File: src/rtl/core/fpdns_pkg.sv
package fpdns_pkg;

  localparam int unsigned POS_W  = 16;
  localparam int unsigned HDR_W  = 6;
  localparam int unsigned LEFT_W = 7;
  localparam int unsigned PORT_W = 16;
  localparam int unsigned NAME_W = 48;

  localparam logic [POS_W-1:0]  POS_MAX          = 16'hffff;
  localparam logic [POS_W-1:0]  IDX_ETYPE_HI     = 16'd12;
  localparam logic [POS_W-1:0]  IDX_ETYPE_LO     = 16'd13;
  localparam logic [POS_W-1:0]  IDX_VER_IHL      = 16'd14;
  localparam logic [POS_W-1:0]  IDX_PROTOCOL     = 16'd23;
  localparam logic [POS_W-1:0]  IDX_MIN_LAST     = 16'd33;
  localparam logic [POS_W-1:0]  OFS_DPORT_HI     = 16'd16;
  localparam logic [POS_W-1:0]  OFS_DPORT_LO     = 16'd17;
  localparam logic [POS_W-1:0]  OFS_PORTS_LAST   = 16'd17;
  localparam logic [POS_W-1:0]  OFS_UDP_PAYLOAD  = 16'd22;
  localparam logic [POS_W-1:0]  OFS_DNS_NAME     = 16'd34;

  localparam logic [7:0]        ETYPE_HI         = 8'h08;
  localparam logic [7:0]        ETYPE_LO         = 8'h00;
  localparam logic [3:0]        IP_VERSION4      = 4'd4;
  localparam logic [HDR_W-1:0]  HDR_MIN          = 6'd20;
  localparam logic [7:0]        PROTO_TCP        = 8'd6;
  localparam logic [7:0]        PROTO_UDP        = 8'd17;
  localparam logic [PORT_W-1:0] DNS_PORT         = 16'd53;
  localparam logic [7:0]        LABEL_MAX        = 8'd63;
  localparam logic [7:0]        LABEL_WATCH      = 8'd6;

  localparam logic [PORT_W-1:0] BLOCKED_PORT_RST = 16'd42197;
  localparam logic [NAME_W-1:0] BLOCKED_NAME_RST = 48'h656167757365;

  typedef enum logic [0:0] {
    CFG_BLOCKED_PORT = 1'b0,
    CFG_BLOCKED_NAME = 1'b1
  } cfg_addr_t;

  typedef enum logic [1:0] {
    REASON_PASS = 2'd0,
    REASON_PORT = 2'd1,
    REASON_NAME = 2'd2
  } reason_t;

  typedef struct packed {
    logic    drop;
    reason_t reason;
  } verdict_t;

endpackage

File: src/rtl/core/fpdns_parse.sv
module fpdns_parse (
  input  logic                           clk,
  input  logic                           rst_n,
  input  logic                           step,
  input  logic [7:0]                     frame_byte,
  input  logic                           last_byte,
  input  logic [fpdns_pkg::PORT_W-1:0]   blocked_port,
  input  logic [fpdns_pkg::NAME_W-1:0]   blocked_name,
  output fpdns_pkg::verdict_t            verdict
);

  logic [fpdns_pkg::POS_W-1:0]  pos_r, pos_nxt;
  logic                         eth_ok_r, eth_ok_nxt;
  logic                         ver_ok_r, ver_ok_nxt;
  logic [fpdns_pkg::HDR_W-1:0]  hdr_r, hdr_nxt;
  logic [7:0]                   proto_r, proto_nxt;
  logic [fpdns_pkg::PORT_W-1:0] dport_r, dport_nxt;
  logic [fpdns_pkg::POS_W-1:0]  nlp_r, nlp_nxt;
  logic [fpdns_pkg::LEFT_W-1:0] left_r, left_nxt;
  logic                         six_r, six_nxt;
  logic                         matching_r, matching_nxt;
  logic                         walk_done_r, walk_done_nxt;
  logic                         hit_r, hit_nxt;

  logic [fpdns_pkg::POS_W-1:0]  hdr_ext;
  logic [fpdns_pkg::POS_W:0]    nlp_sum;
  logic [2:0]                   want_sel;
  logic [7:0]                   want_byte;
  logic                         byte_ok;
  logic                         ip_valid;

  assign hdr_ext  = {{(fpdns_pkg::POS_W-fpdns_pkg::HDR_W){1'b0}}, hdr_nxt};
  assign nlp_sum  = {1'b0, pos_r} + {{(fpdns_pkg::POS_W-7){1'b0}}, 8'd1}
                    + {{(fpdns_pkg::POS_W-7){1'b0}}, frame_byte};
  assign want_sel = left_r[2:0] - 3'd1;
  assign want_byte = blocked_name[{want_sel, 3'b000} +: 8];
  assign byte_ok  = !six_r || (frame_byte == want_byte);

  always_comb begin
    pos_nxt       = (pos_r == fpdns_pkg::POS_MAX) ? pos_r : pos_r + 16'd1;
    eth_ok_nxt    = eth_ok_r;
    ver_ok_nxt    = ver_ok_r;
    hdr_nxt       = hdr_r;
    proto_nxt     = proto_r;
    dport_nxt     = dport_r;
    nlp_nxt       = nlp_r;
    left_nxt      = left_r;
    six_nxt       = six_r;
    matching_nxt  = matching_r;
    walk_done_nxt = walk_done_r;
    hit_nxt       = hit_r;

    if (pos_r == fpdns_pkg::POS_MAX) begin
      walk_done_nxt = 1'b1;
    end else begin
      if (pos_r == fpdns_pkg::IDX_ETYPE_HI) begin
        eth_ok_nxt = (frame_byte == fpdns_pkg::ETYPE_HI);
      end else if (pos_r == fpdns_pkg::IDX_ETYPE_LO) begin
        eth_ok_nxt = eth_ok_r && (frame_byte == fpdns_pkg::ETYPE_LO);
      end else if (pos_r == fpdns_pkg::IDX_VER_IHL) begin
        ver_ok_nxt = (frame_byte[7:4] == fpdns_pkg::IP_VERSION4);
        hdr_nxt    = {frame_byte[3:0], 2'b00};
        if ({frame_byte[3:0], 2'b00} < fpdns_pkg::HDR_MIN) begin
          walk_done_nxt = 1'b1;
        end else begin
          nlp_nxt = {{(fpdns_pkg::POS_W-fpdns_pkg::HDR_W){1'b0}}, frame_byte[3:0], 2'b00}
                    + fpdns_pkg::OFS_DNS_NAME;
        end
      end else if (pos_r == fpdns_pkg::IDX_PROTOCOL) begin
        proto_nxt = frame_byte;
      end

      if (pos_r > fpdns_pkg::IDX_VER_IHL && hdr_r >= fpdns_pkg::HDR_MIN) begin
        if (pos_r == hdr_ext + fpdns_pkg::OFS_DPORT_HI) begin
          dport_nxt = {frame_byte, dport_r[7:0]};
        end else if (pos_r == hdr_ext + fpdns_pkg::OFS_DPORT_LO) begin
          dport_nxt = {dport_r[15:8], frame_byte};
        end

        if (!walk_done_r && !hit_r) begin
          if (left_r == '0) begin
            if (pos_r == nlp_r) begin
              if (frame_byte == 8'd0 || frame_byte > fpdns_pkg::LABEL_MAX) begin
                walk_done_nxt = 1'b1;
              end else begin
                left_nxt     = frame_byte[fpdns_pkg::LEFT_W-1:0];
                six_nxt      = (frame_byte == fpdns_pkg::LABEL_WATCH);
                matching_nxt = 1'b1;
                nlp_nxt      = nlp_sum[fpdns_pkg::POS_W] ? fpdns_pkg::POS_MAX
                                                         : nlp_sum[fpdns_pkg::POS_W-1:0];
              end
            end
          end else begin
            matching_nxt = matching_r && byte_ok;
            left_nxt     = left_r - 7'd1;
            if (left_r == 7'd1 && six_r && matching_r && byte_ok) begin
              hit_nxt = 1'b1;
            end
          end
        end
      end
    end
  end

  always_comb begin
    ip_valid = (pos_r >= fpdns_pkg::IDX_MIN_LAST) && eth_ok_nxt && ver_ok_nxt
               && (hdr_nxt >= fpdns_pkg::HDR_MIN)
               && (pos_r >= hdr_ext + fpdns_pkg::OFS_PORTS_LAST);
    verdict.drop   = 1'b0;
    verdict.reason = fpdns_pkg::REASON_PASS;
    if (ip_valid && (proto_nxt == fpdns_pkg::PROTO_TCP || proto_nxt == fpdns_pkg::PROTO_UDP)
        && dport_nxt == blocked_port) begin
      verdict.drop   = 1'b1;
      verdict.reason = fpdns_pkg::REASON_PORT;
    end else if (ip_valid && proto_nxt == fpdns_pkg::PROTO_UDP
                 && dport_nxt == fpdns_pkg::DNS_PORT
                 && pos_r >= hdr_ext + fpdns_pkg::OFS_UDP_PAYLOAD && hit_nxt) begin
      verdict.drop   = 1'b1;
      verdict.reason = fpdns_pkg::REASON_NAME;
    end
  end

  always_ff @(posedge clk) begin
    if (!rst_n || (step && last_byte)) begin
      pos_r       <= '0;
      eth_ok_r    <= 1'b0;
      ver_ok_r    <= 1'b0;
      hdr_r       <= '0;
      proto_r     <= '0;
      dport_r     <= '0;
      nlp_r       <= '0;
      left_r      <= '0;
      six_r       <= 1'b0;
      matching_r  <= 1'b0;
      walk_done_r <= 1'b0;
      hit_r       <= 1'b0;
    end else if (step) begin
      pos_r       <= pos_nxt;
      eth_ok_r    <= eth_ok_nxt;
      ver_ok_r    <= ver_ok_nxt;
      hdr_r       <= hdr_nxt;
      proto_r     <= proto_nxt;
      dport_r     <= dport_nxt;
      nlp_r       <= nlp_nxt;
      left_r      <= left_nxt;
      six_r       <= six_nxt;
      matching_r  <= matching_nxt;
      walk_done_r <= walk_done_nxt;
      hit_r       <= hit_nxt;
    end
  end

endmodule

File: src/rtl/core/frame_port_dns_label_filter.sv
// The verdict appears on out_tvalid from the result register; the last beat of a frame
// passes the input register first (one input register, one result register).
// Throughput: one frame byte per cycle; the only stall is a last beat held while the
// previous verdict still waits in the result register.
// Reset (rst_n low, synchronous) clears all frame state and restores the default
// blocked port and blocked name.
module frame_port_dns_label_filter (
  input  logic                         clk,
  input  logic                         rst_n,
  input  logic                         in_tvalid,
  output logic                         in_tready,
  input  logic [7:0]                   in_tdata,  // [7:0] frame_byte
  input  logic                         in_tlast,
  output logic                         out_tvalid,
  input  logic                         out_tready,
  output logic [7:0]                   out_tdata, // [0] drop, [2:1] reason, [7:3] zero
  input  logic                         cfg_we,
  input  logic [0:0]                   cfg_addr,
  input  logic [fpdns_pkg::NAME_W-1:0] cfg_wdata
);

  logic [fpdns_pkg::PORT_W-1:0] blocked_port_r;
  logic [fpdns_pkg::NAME_W-1:0] blocked_name_r;

  logic                s1_valid_r;
  logic [7:0]          s1_byte_r;
  logic                s1_last_r;
  logic                s1_go;
  logic                out_free;
  logic                out_valid_r;
  fpdns_pkg::verdict_t out_verdict_r;
  fpdns_pkg::verdict_t verdict;

  assign out_free  = !out_valid_r || out_tready;
  assign s1_go     = s1_valid_r && (!s1_last_r || out_free);
  assign in_tready = !s1_valid_r || s1_go;

  always_ff @(posedge clk) begin
    if (!rst_n) begin
      blocked_port_r <= fpdns_pkg::BLOCKED_PORT_RST;
      blocked_name_r <= fpdns_pkg::BLOCKED_NAME_RST;
    end else if (cfg_we) begin
      unique case (fpdns_pkg::cfg_addr_t'(cfg_addr))
        fpdns_pkg::CFG_BLOCKED_PORT: blocked_port_r <= cfg_wdata[fpdns_pkg::PORT_W-1:0];
        fpdns_pkg::CFG_BLOCKED_NAME: blocked_name_r <= cfg_wdata;
        default: ;
      endcase
    end
  end

  always_ff @(posedge clk) begin
    if (!rst_n) begin
      s1_valid_r <= 1'b0;
    end else if (in_tready) begin
      s1_valid_r <= in_tvalid;
    end
  end

  always_ff @(posedge clk) begin
    if (in_tready && in_tvalid) begin
      s1_byte_r <= in_tdata;
      s1_last_r <= in_tlast;
    end
  end

  fpdns_parse u_parse (
    .clk          (clk),
    .rst_n        (rst_n),
    .step         (s1_go),
    .frame_byte   (s1_byte_r),
    .last_byte    (s1_last_r),
    .blocked_port (blocked_port_r),
    .blocked_name (blocked_name_r),
    .verdict      (verdict)
  );

  always_ff @(posedge clk) begin
    if (!rst_n) begin
      out_valid_r <= 1'b0;
    end else if (s1_go && s1_last_r) begin
      out_valid_r <= 1'b1;
    end else if (out_tready) begin
      out_valid_r <= 1'b0;
    end
  end

  always_ff @(posedge clk) begin
    if (s1_go && s1_last_r) begin
      out_verdict_r <= verdict;
    end
  end

  assign out_tvalid = out_valid_r;
  assign out_tdata  = {5'b00000, out_verdict_r.reason, out_verdict_r.drop};

`ifndef ASSERT_OFF
  a_drop_matches_reason: assert property (@(posedge clk) disable iff (!rst_n)
    out_tvalid |-> (out_tdata[0] == (out_tdata[2:1] != 2'd0)))
    else $error("drop flag disagrees with reason");

  a_reason_code: assert property (@(posedge clk) disable iff (!rst_n)
    out_tvalid |-> (out_tdata[2:1] != 2'd3))
    else $error("undefined reason code");

  a_verdict_after_last: assert property (@(posedge clk) disable iff (!rst_n)
    $rose(out_valid_r) |-> $past(s1_go && s1_last_r))
    else $error("verdict without a last beat");

  a_last_waits: assert property (@(posedge clk) disable iff (!rst_n)
    (s1_valid_r && s1_last_r && out_valid_r && !out_tready) |-> !in_tready)
    else $error("last beat taken while verdict pending");
`endif

endmodule

File: config.mk
export PLATFORM = sky130hd
export DESIGN_NAME = frame_port_dns_label_filter
export DESIGN_NICKNAME = d
export VERILOG_FILES = /design/src/rtl/core/fpdns_pkg.sv /design/src/rtl/core/fpdns_parse.sv /design/src/rtl/core/frame_port_dns_label_filter.sv
export SDC_FILE = /design/constraint.sdc
export NUM_CORES = 1
export LEC_CHECK = 0
export BUFFER_PORTS_ARGS = -buffer_cell sky130_fd_sc_hd__buf_2
export CAP_MARGIN = 25
export CELL_PAD_IN_SITES_DETAIL_PLACEMENT = 2
export CELL_PAD_IN_SITES_GLOBAL_PLACEMENT = 2
export CORE_MARGIN = 2
export CORE_UTILIZATION = 36
export CTS_CLUSTER_DIAMETER = 200
export DETAILED_ROUTE_END_ITERATION = 8
export PLACE_DENSITY_LB_ADDON = 0.08
export SYNTH_ARGS = -nofsm -noshare
export SYNTH_HDL_FRONTEND = slang
export SYNTH_SLANG_ARGS = --single-unit
File: constraint.sdc
create_clock -name clk -period 6.8 [get_ports clk]
set_input_delay 1.36 -clock clk [delete_from_list [all_inputs] [get_ports clk]]
set_output_delay 1.36 -clock clk [all_outputs]
set_load 0.01 [all_outputs]
==> results.sh, run 1 <==
export IMPL_outcome="finished, final reports clean"
export IMPL_grt_antenna_before_repair=1
export IMPL_hold_buffers=0
export IMPL_crit_arrival_ns=6.02
export IMPL_r2r_start="u_parse.pos_r[4]"
export IMPL_clockBufferDepth=2
export IMPL_finalClockSkew_ns=0.0185
export IMPL_dr_pass1_iters=6
export IMPL_syn_area_um2=8660
export IMPL_placed_cell_area_um2=9250
export IMPL_wirelength_met1_um=13900
export IMPL_slew_violations=0
export IMPL_worst_slack_ns=0.980
export IMPL_num_vias=7916
export IMPL_numCtsBuffers=17
export IMPL_ys_seq_area_frac=0.367
export IMPL_min_path_type="flop to flop"
export IMPL_post_cts_setup_buffers=0
export IMPL_fmax_mhz=172
export IMPL_min_to="u_parse.left_r[6]"
export IMPL_hpwl_um=22000
export IMPL_wl_per_cell_um=21.1
export IMPL_cts_reportedPaths_clkPinSlew_ns=0.08
export IMPL_maxCapViolations=0
export IMPL_synth_cell_types=73
export IMPL_die_y_um=159
export IMPL_avgSynthCellArea_um2=8.15
export IMPL_fin_crit_ns=5.82
export IMPL_synth_area_leaders="dfxtp_1, nand2_1, ha_1, xnor2_1, mux2i_1"
export IMPL_track_usage=0.242
export IMPL_seqCellArea_um2=3180
export IMPL_critical_path_top_delay_family="simple AND/OR/NAND/NOR gates"
export IMPL_grt_pass1_wl_um=48300
export IMPL_final_nets=1197
export IMPL_crit_chain="or4_1 -> or4_4 -> o21ai_1 -> a21boi_1 -> inv_1 -> ha_1 -> a21oi_1 -> ha_1 -> and4b_1 -> nand4_1 -> or3_1 -> mux2i_1 -> a22oi_1 -> o221ai_1 -> a2111oi_4 -> nand4_1 -> nor3b_1"
export IMPL_crit_slowest_cell="or3_1"
export IMPL_yosys_area_top_type="dfxtp_1"
export IMPL_multi_input_area_um2=5050
export IMPL_cts_sinks=153
export IMPL_port_buffers=67
export IMPL_top_layer="met4"
export IMPL_syn2layout_area_growth_pct=13.9
export IMPL_grt_pass1_vias=8463
export IMPL_clkPwrFrac=0.473
export IMPL_ctsResizeCount=0
export IMPL_start_util=0.368
export IMPL_path_class="flop to flop"
export IMPL_ioPinCount=73
export IMPL_via_per_inst=5.53
export IMPL_hold_path_depth=2
export IMPL_seqPwrFrac=0.446
export IMPL_worst_path_buf_inv=1
export IMPL_die_area_um2=25300
export IMPL_grt_max_degree=71
export IMPL_pre_cts_slack_ns=0.982
export IMPL_critPathMaxFanout=16
export IMPL_power_w=0.00214
export IMPL_cts_tree="yes"
export IMPL_finalInstanceArea_um2=9870
export IMPL_setup_worst_path_start_class="flop"
export IMPL_ys_ff_latch=153
export IMPL_die_w_um=159
export IMPL_hold_path_startpoint="u_parse.left_r[6]"
export IMPL_htree_levels=4
export IMPL_p_leak_nw=3.84
export IMPL_pwr_share_comb=0.081
export IMPL_synth_flop_cell="dfxtp_1"
export IMPL_swShare=0.285
export IMPL_rsz0062_at_grt="false"
export IMPL_first_iter_violations=369
export IMPL_worstPathRequired_ns=7.00
export IMPL_grt_overflow=0
export IMPL_drive_gt1_frac=0.124
export IMPL_cts_root_buf="clkbuf_16"
export IMPL_yosysWarnings=0
export IMPL_power_internal_w=0.00153
export IMPL_r2r_slack_ns=0.98
export IMPL_clkLatencyLatePin_ns=0.45
export IMPL_ir_drop_mv=0.141
export IMPL_wl_met3_um=904
export IMPL_core_area_um2=23500
export IMPL_powerDensity_nw_per_um2=217
export IMPL_slowest_delay_ns=0.72
export IMPL_mostFrequentLayoutCell="nand2_1"
export IMPL_hold_viol_final=0
export IMPL_ant_nets=0
export IMPL_synth_top_area_share=0.326
export IMPL_row_count=56
export IMPL_route_met2_wl_um=14900
export IMPL_rr_endpoint="out_tdata[2]"
export IMPL_rr_worst_depth=17
export IMPL_end_kind="flop"
export IMPL_final_period_utilization=0.856
export IMPL_finalSetupViolations=0
export IMPL_async_flop_share=0
export IMPL_p_sw_w=0.000610
export IMPL_gp_congestion=0.832
export IMPL_mostFrequentLayoutCells="nand2_1, dfxtp_1, nor2_1"
export IMPL_drcViolationCount=0
export IMPL_timing_setup_tns_ns=0
export IMPL_worst_pin_slew_ns=0.958
export IMPL_totalWireLength_um=30200
export IMPL_slew_headroom=0.359
export IMPL_synth_edff_count=12
export IMPL_fill_cells=2724
export IMPL_syn_inst=1063
-- state kept, by name, summed over array words and instances, names as in the netlist, 3 cells and up --
| signal | count |
|---|---|
| u_parse.left_r | 7 |
| u_parse.dport_r | 16 |
| u_parse.proto_r | 8 |
| s1_byte_r | 8 |
| blocked_name_r | 48 |
| blocked_port_r | 16 |
| u_parse.nlp_r | 16 |
| u_parse.pos_r | 16 |
| u_parse.hdr_r | 6 |
| out_tdata | 3 |
-- cell usage after synthesis, types with 3 or more instances --
master / n
a211oi_1: 9
a21boi_0: 32
a21o_1: 6
a21oi_1: 54
a221oi_1: 4
a22oi_1: 11
a31oi_1: 7
and2_1: 14
and3_1: 7
and4_1: 4
and4b_1: 4
buf_1: 4
buf_2: 4
buf_4: 5
clkbuf_1: 58
dfxtp_1: 141
edfxtp_1: 12
ha_1: 35
inv_1: 40
mux2i_1: 36
mux4_2: 8
nand2_1: 213
nand2b_1: 4
nand3_1: 47
nand4_1: 18
nor2_1: 75
nor2b_1: 7
nor3_1: 14
nor3b_1: 3
nor4_1: 14
nor4bb_1: 3
o211ai_1: 7
o21ai_0: 24
o21ai_1: 7
o221ai_1: 3
o22ai_1: 5
or3_1: 7
or4_1: 3
or4_4: 4
xnor2_1: 47
xor2_1: 22
-- worst reg2reg max path, cell delays in order (launching register included) --
cell and delay (ns):
dfxtp_1 0.50, or4_1 0.72, or4_4 0.52, o21ai_1 0.21, a21boi_1 0.55, inv_1 0.15
ha_1 0.27, a21oi_1 0.15, ha_1 0.15, and4b_1 0.23, nand4_1 0.20, or3_1 0.72
mux2i_1 0.21, a22oi_1 0.21, o221ai_1 0.19, a2111oi_4 0.24, nand4_1 0.20, nor3b_1 0.18
-- cell families (layout without fill, tap and decap cells) --
logic type / count (synthesis) / after routing / synth area share
AO/OA/AOI/OAI: 196 / 196 / 0.151
XOR/XNOR: 69 / 69 / 0.0698
adder cells (fa/ha/maj): 36 / 36 / 0.0529
buffers and inverters: 113 / 157 / 0.0526
flip-flops: 153 / 153 / 0.367
multiplexers: 44 / 44 / 0.0624
other: 1 / 6 / 0.000433
AND/OR/NAND/NOR: 451 / 451 / 0.244
-- through the flow --
step                instances  utilization  hold WS (ns)
finish                   1431        0.419         0.454
global route             1430        0.419         0.479
CTS                      1430        0.419         0.458
detailed placement       1398        0.393         0.435
global placement         1398        0.393         0.435
floorplan                1067            -         0.416
-- final cells by class --
class	count	share of cell area
Antenna cell	1	0.000254
Inverter	41	0.0156
Sequential cell	153	0.323
Clock inverter	15	0.0198
Timing Repair Buffer	84	0.0469
Multi-Input combinational cell	801	0.511
Tap cell	319	0.0404
Clock buffer	17	0.0431
-- worst max-delay path by stage --
stage / to / startpoint / depth (start not counted)
2_1_floorplan: out_tdata[2] / u_parse.pos_r[5] / 21
3_3_place_gp: out_tdata[2] / u_parse.pos_r[4] / 17
3_5_place_dp: out_tdata[2] / u_parse.pos_r[4] / 17
4_1_cts: out_tdata[2] / u_parse.pos_r[4] / 17
5_1_grt: out_tdata[2] / u_parse.pos_r[4] / 16
6_report: out_tdata[2] / u_parse.pos_r[4] / 17
-- routing by layer --
layer | GRT usage | vias up
met4 | 0.0694 | 0
li1 | - | 3762
met5 | 0 | -
met1 | 0.310 | 3991
met3 | 0.0359 | 33
met2 | 0.425 | 130
-- power by group through the flow --
stage | clock, W | combinational [W] | sequential [W]
after floorplan | 0 | 0.000106 | 0.000967
after global placement | 0 | 0.000171 | 0.000975
after detailed placement | 0 | 0.000173 | 0.000976
after CTS | 0.00104 | 0.000175 | 0.000955
after global routing | 0.00107 | 0.000192 | 0.000958
final | 0.00101 | 0.000172 | 0.000955
No activity file was read; power rests on OpenSTA's default activity.
==> run 2: changes to the inputs <==
MAX_ROUTING_LAYER = met4   (was default)
==> results.sh, run 2 (synthesized netlist as in run 1, its figures left out) <==
export IMPL_final_period_utilization=0.857
export IMPL_busiest_layer="met2"
export IMPL_drcViolationCount=0
export IMPL_stdcell_count=1431
export IMPL_slew_violations=0
export IMPL_syn2layout_area_growth_pct=13.9
export IMPL_finalSetupViolations=0
export IMPL_fin_crit_ns=5.82
export IMPL_power_w=0.00214
export IMPL_cts_tree="yes"
export IMPL_setup_worst_path_start_class="flop"
export IMPL_grt_overflow=0
export IMPL_seqPwrFrac=0.446
export IMPL_drive_gt1_frac=0.124
export IMPL_grtUsageMet3=0.0323
export IMPL_die_y_um=159
export IMPL_top_register="blocked_name_r"
export IMPL_grt_pass1_vias=8459
export IMPL_cts_root_buf="clkbuf_16"
export IMPL_power_internal_w=0.00153
export IMPL_maxCapViolations=0
export IMPL_via_per_inst=5.53
export IMPL_slowest_delay_ns=0.72
export IMPL_powerDensity_nw_per_um2=217
export IMPL_worst_path_buf_inv=1
export IMPL_cts_sinks=153
export IMPL_clkPwrFrac=0.473
export IMPL_first_iter_violations=392
export IMPL_pwr_share_comb=0.081
export IMPL_ant_nets=0
export IMPL_dr_pass1_iters=5
export IMPL_critPathMaxFanout=16
export IMPL_die_area_um2=25300
export IMPL_p_leak_nw=3.84
export IMPL_use_met1=0.312
export IMPL_crit_chain="or4_1 -> or4_4 -> o21ai_1 -> a21boi_1 -> inv_1 -> ha_1 -> a21oi_1 -> ha_1 -> and4b_1 -> nand4_1 -> or3_1 -> mux2i_1 -> a22oi_1 -> o221ai_1 -> a2111oi_4 -> nand4_1 -> nor3b_1"
export IMPL_largest_reg_flops=48
export IMPL_post_cts_setup_buffers=0
export IMPL_totalWireLength_um=30200
export IMPL_critical_path_top_delay_family="simple AND/OR/NAND/NOR gates"
export IMPL_htree_levels=4
export IMPL_placed_cell_area_um2=9250
export IMPL_track_usage=0.249
export IMPL_hold_ws_ns=0.454
export IMPL_use_met2=0.423
export IMPL_start_util=0.368
export IMPL_slew_headroom=0.322
export IMPL_ioPinCount=73
export IMPL_mostFrequentLayoutCells="nand2_1, dfxtp_1, nor2_1"
export IMPL_grt_max_degree=71
export IMPL_clkLatencyLatePin_ns=0.45
export IMPL_finalClockSkew_ns=0.0154
export IMPL_numCtsBuffers=17
export IMPL_ir_drop_mv=0.141
export IMPL_place_inst=1398
export IMPL_fmax_mhz=172
export IMPL_swShare=0.285
export IMPL_port_buffers=67
export IMPL_die_w_um=159
export IMPL_wl_per_cell_um=21.1
export IMPL_cts_reportedPaths_clkPinSlew_ns=0.08
export IMPL_crit_arrival_ns=6.03
export IMPL_mostFrequentLayoutCell="nand2_1"
export IMPL_worst_pin_slew_ns=1.01
export IMPL_end_kind="flop"
export IMPL_gp_congestion=0.845
export IMPL_p_sw_w=0.000610
export IMPL_finalInstanceArea_um2=9870
export IMPL_crit_slowest_cell="or3_1"
export IMPL_final_nets=1197
export IMPL_hold_viol_final=0
export IMPL_outcome="finished, final reports clean"
export IMPL_ctsResizeCount=0
export IMPL_rsz0062_at_grt="false"
export IMPL_grt_antenna_before_repair=1
export IMPL_worstPathRequired_ns=7.00
export IMPL_min_path_type="flop to flop"
export IMPL_path_class="flop to flop"
export IMPL_timing_setup_tns_ns=0
export IMPL_num_vias=7914
export IMPL_hold_buffers=0
export IMPL_hpwl_um=22000
export IMPL_core_area_um2=23500
export IMPL_grt_pass1_wl_um=48300
export IMPL_clockBufferDepth=2
export IMPL_row_count=56
## run 2: cell counts in the layout (fill, tap and decap cells not counted)
Identical to the previous run, type by type.
## run 2: power groups by stage
stage	Combinational, W	Sequential (W)	Clock [W]
3_3_place_gp	0.000171	0.000975	0
5_1_grt	0.000192	0.000958	0.00107
2_1_floorplan	0.000106	0.000967	0
3_5_place_dp	0.000173	0.000976	0
4_1_cts	0.000175	0.000955	0.00104
6_report	0.000172	0.000955	0.00101
## run 2: cell type report
class / instances / area [um^2]
multi-input combinational: 801 / 5050
antenna: 1 / 2.50
timing repair buffer: 84 / 463
clock inverter: 15 / 195
inverter: 41 / 154
clock buffer: 17 / 425
fill: 2725 / 13700
tap: 319 / 399
sequential: 153 / 3180
## run 2: routing by layer
metal	routed length, um	vias to the layer above	part of all wire
met2	14900	126	0.49
li1	-	3769	-
met3	912	32	0.030
met4	589	0	0.020
met5	0	-	0
met1	13800	3987	0.46
## run 2: path summary, 6_finish.rpt
check	from	cells past startpoint	slack [ns]	end
worst max register to register	u_parse.pos_r[4]	17	0.98	out_tdata[2]
worst min register to register	u_parse.left_r[6]	2	0.45	u_parse.left_r[6]
worst min-delay path	u_parse.left_r[6]	2	0.45	u_parse.left_r[6]
worst max-delay path	u_parse.pos_r[4]	17	0.98	out_tdata[2]
## run 2: tightest hold or removal path: stages (launching register included)
cell and delay (ns):
dfxtp_1 0.32, nand2_1 0.06, a41oi_1 0.04
## run 2: through the flow
stage          setup slack (ns)   util
2_1_floorplan              1.87      -
3_3_place_gp               1.26  0.393
3_5_place_dp              0.982  0.393
4_1_cts                   0.997  0.419
5_1_grt                   0.646  0.419
6_report                  0.976  0.419
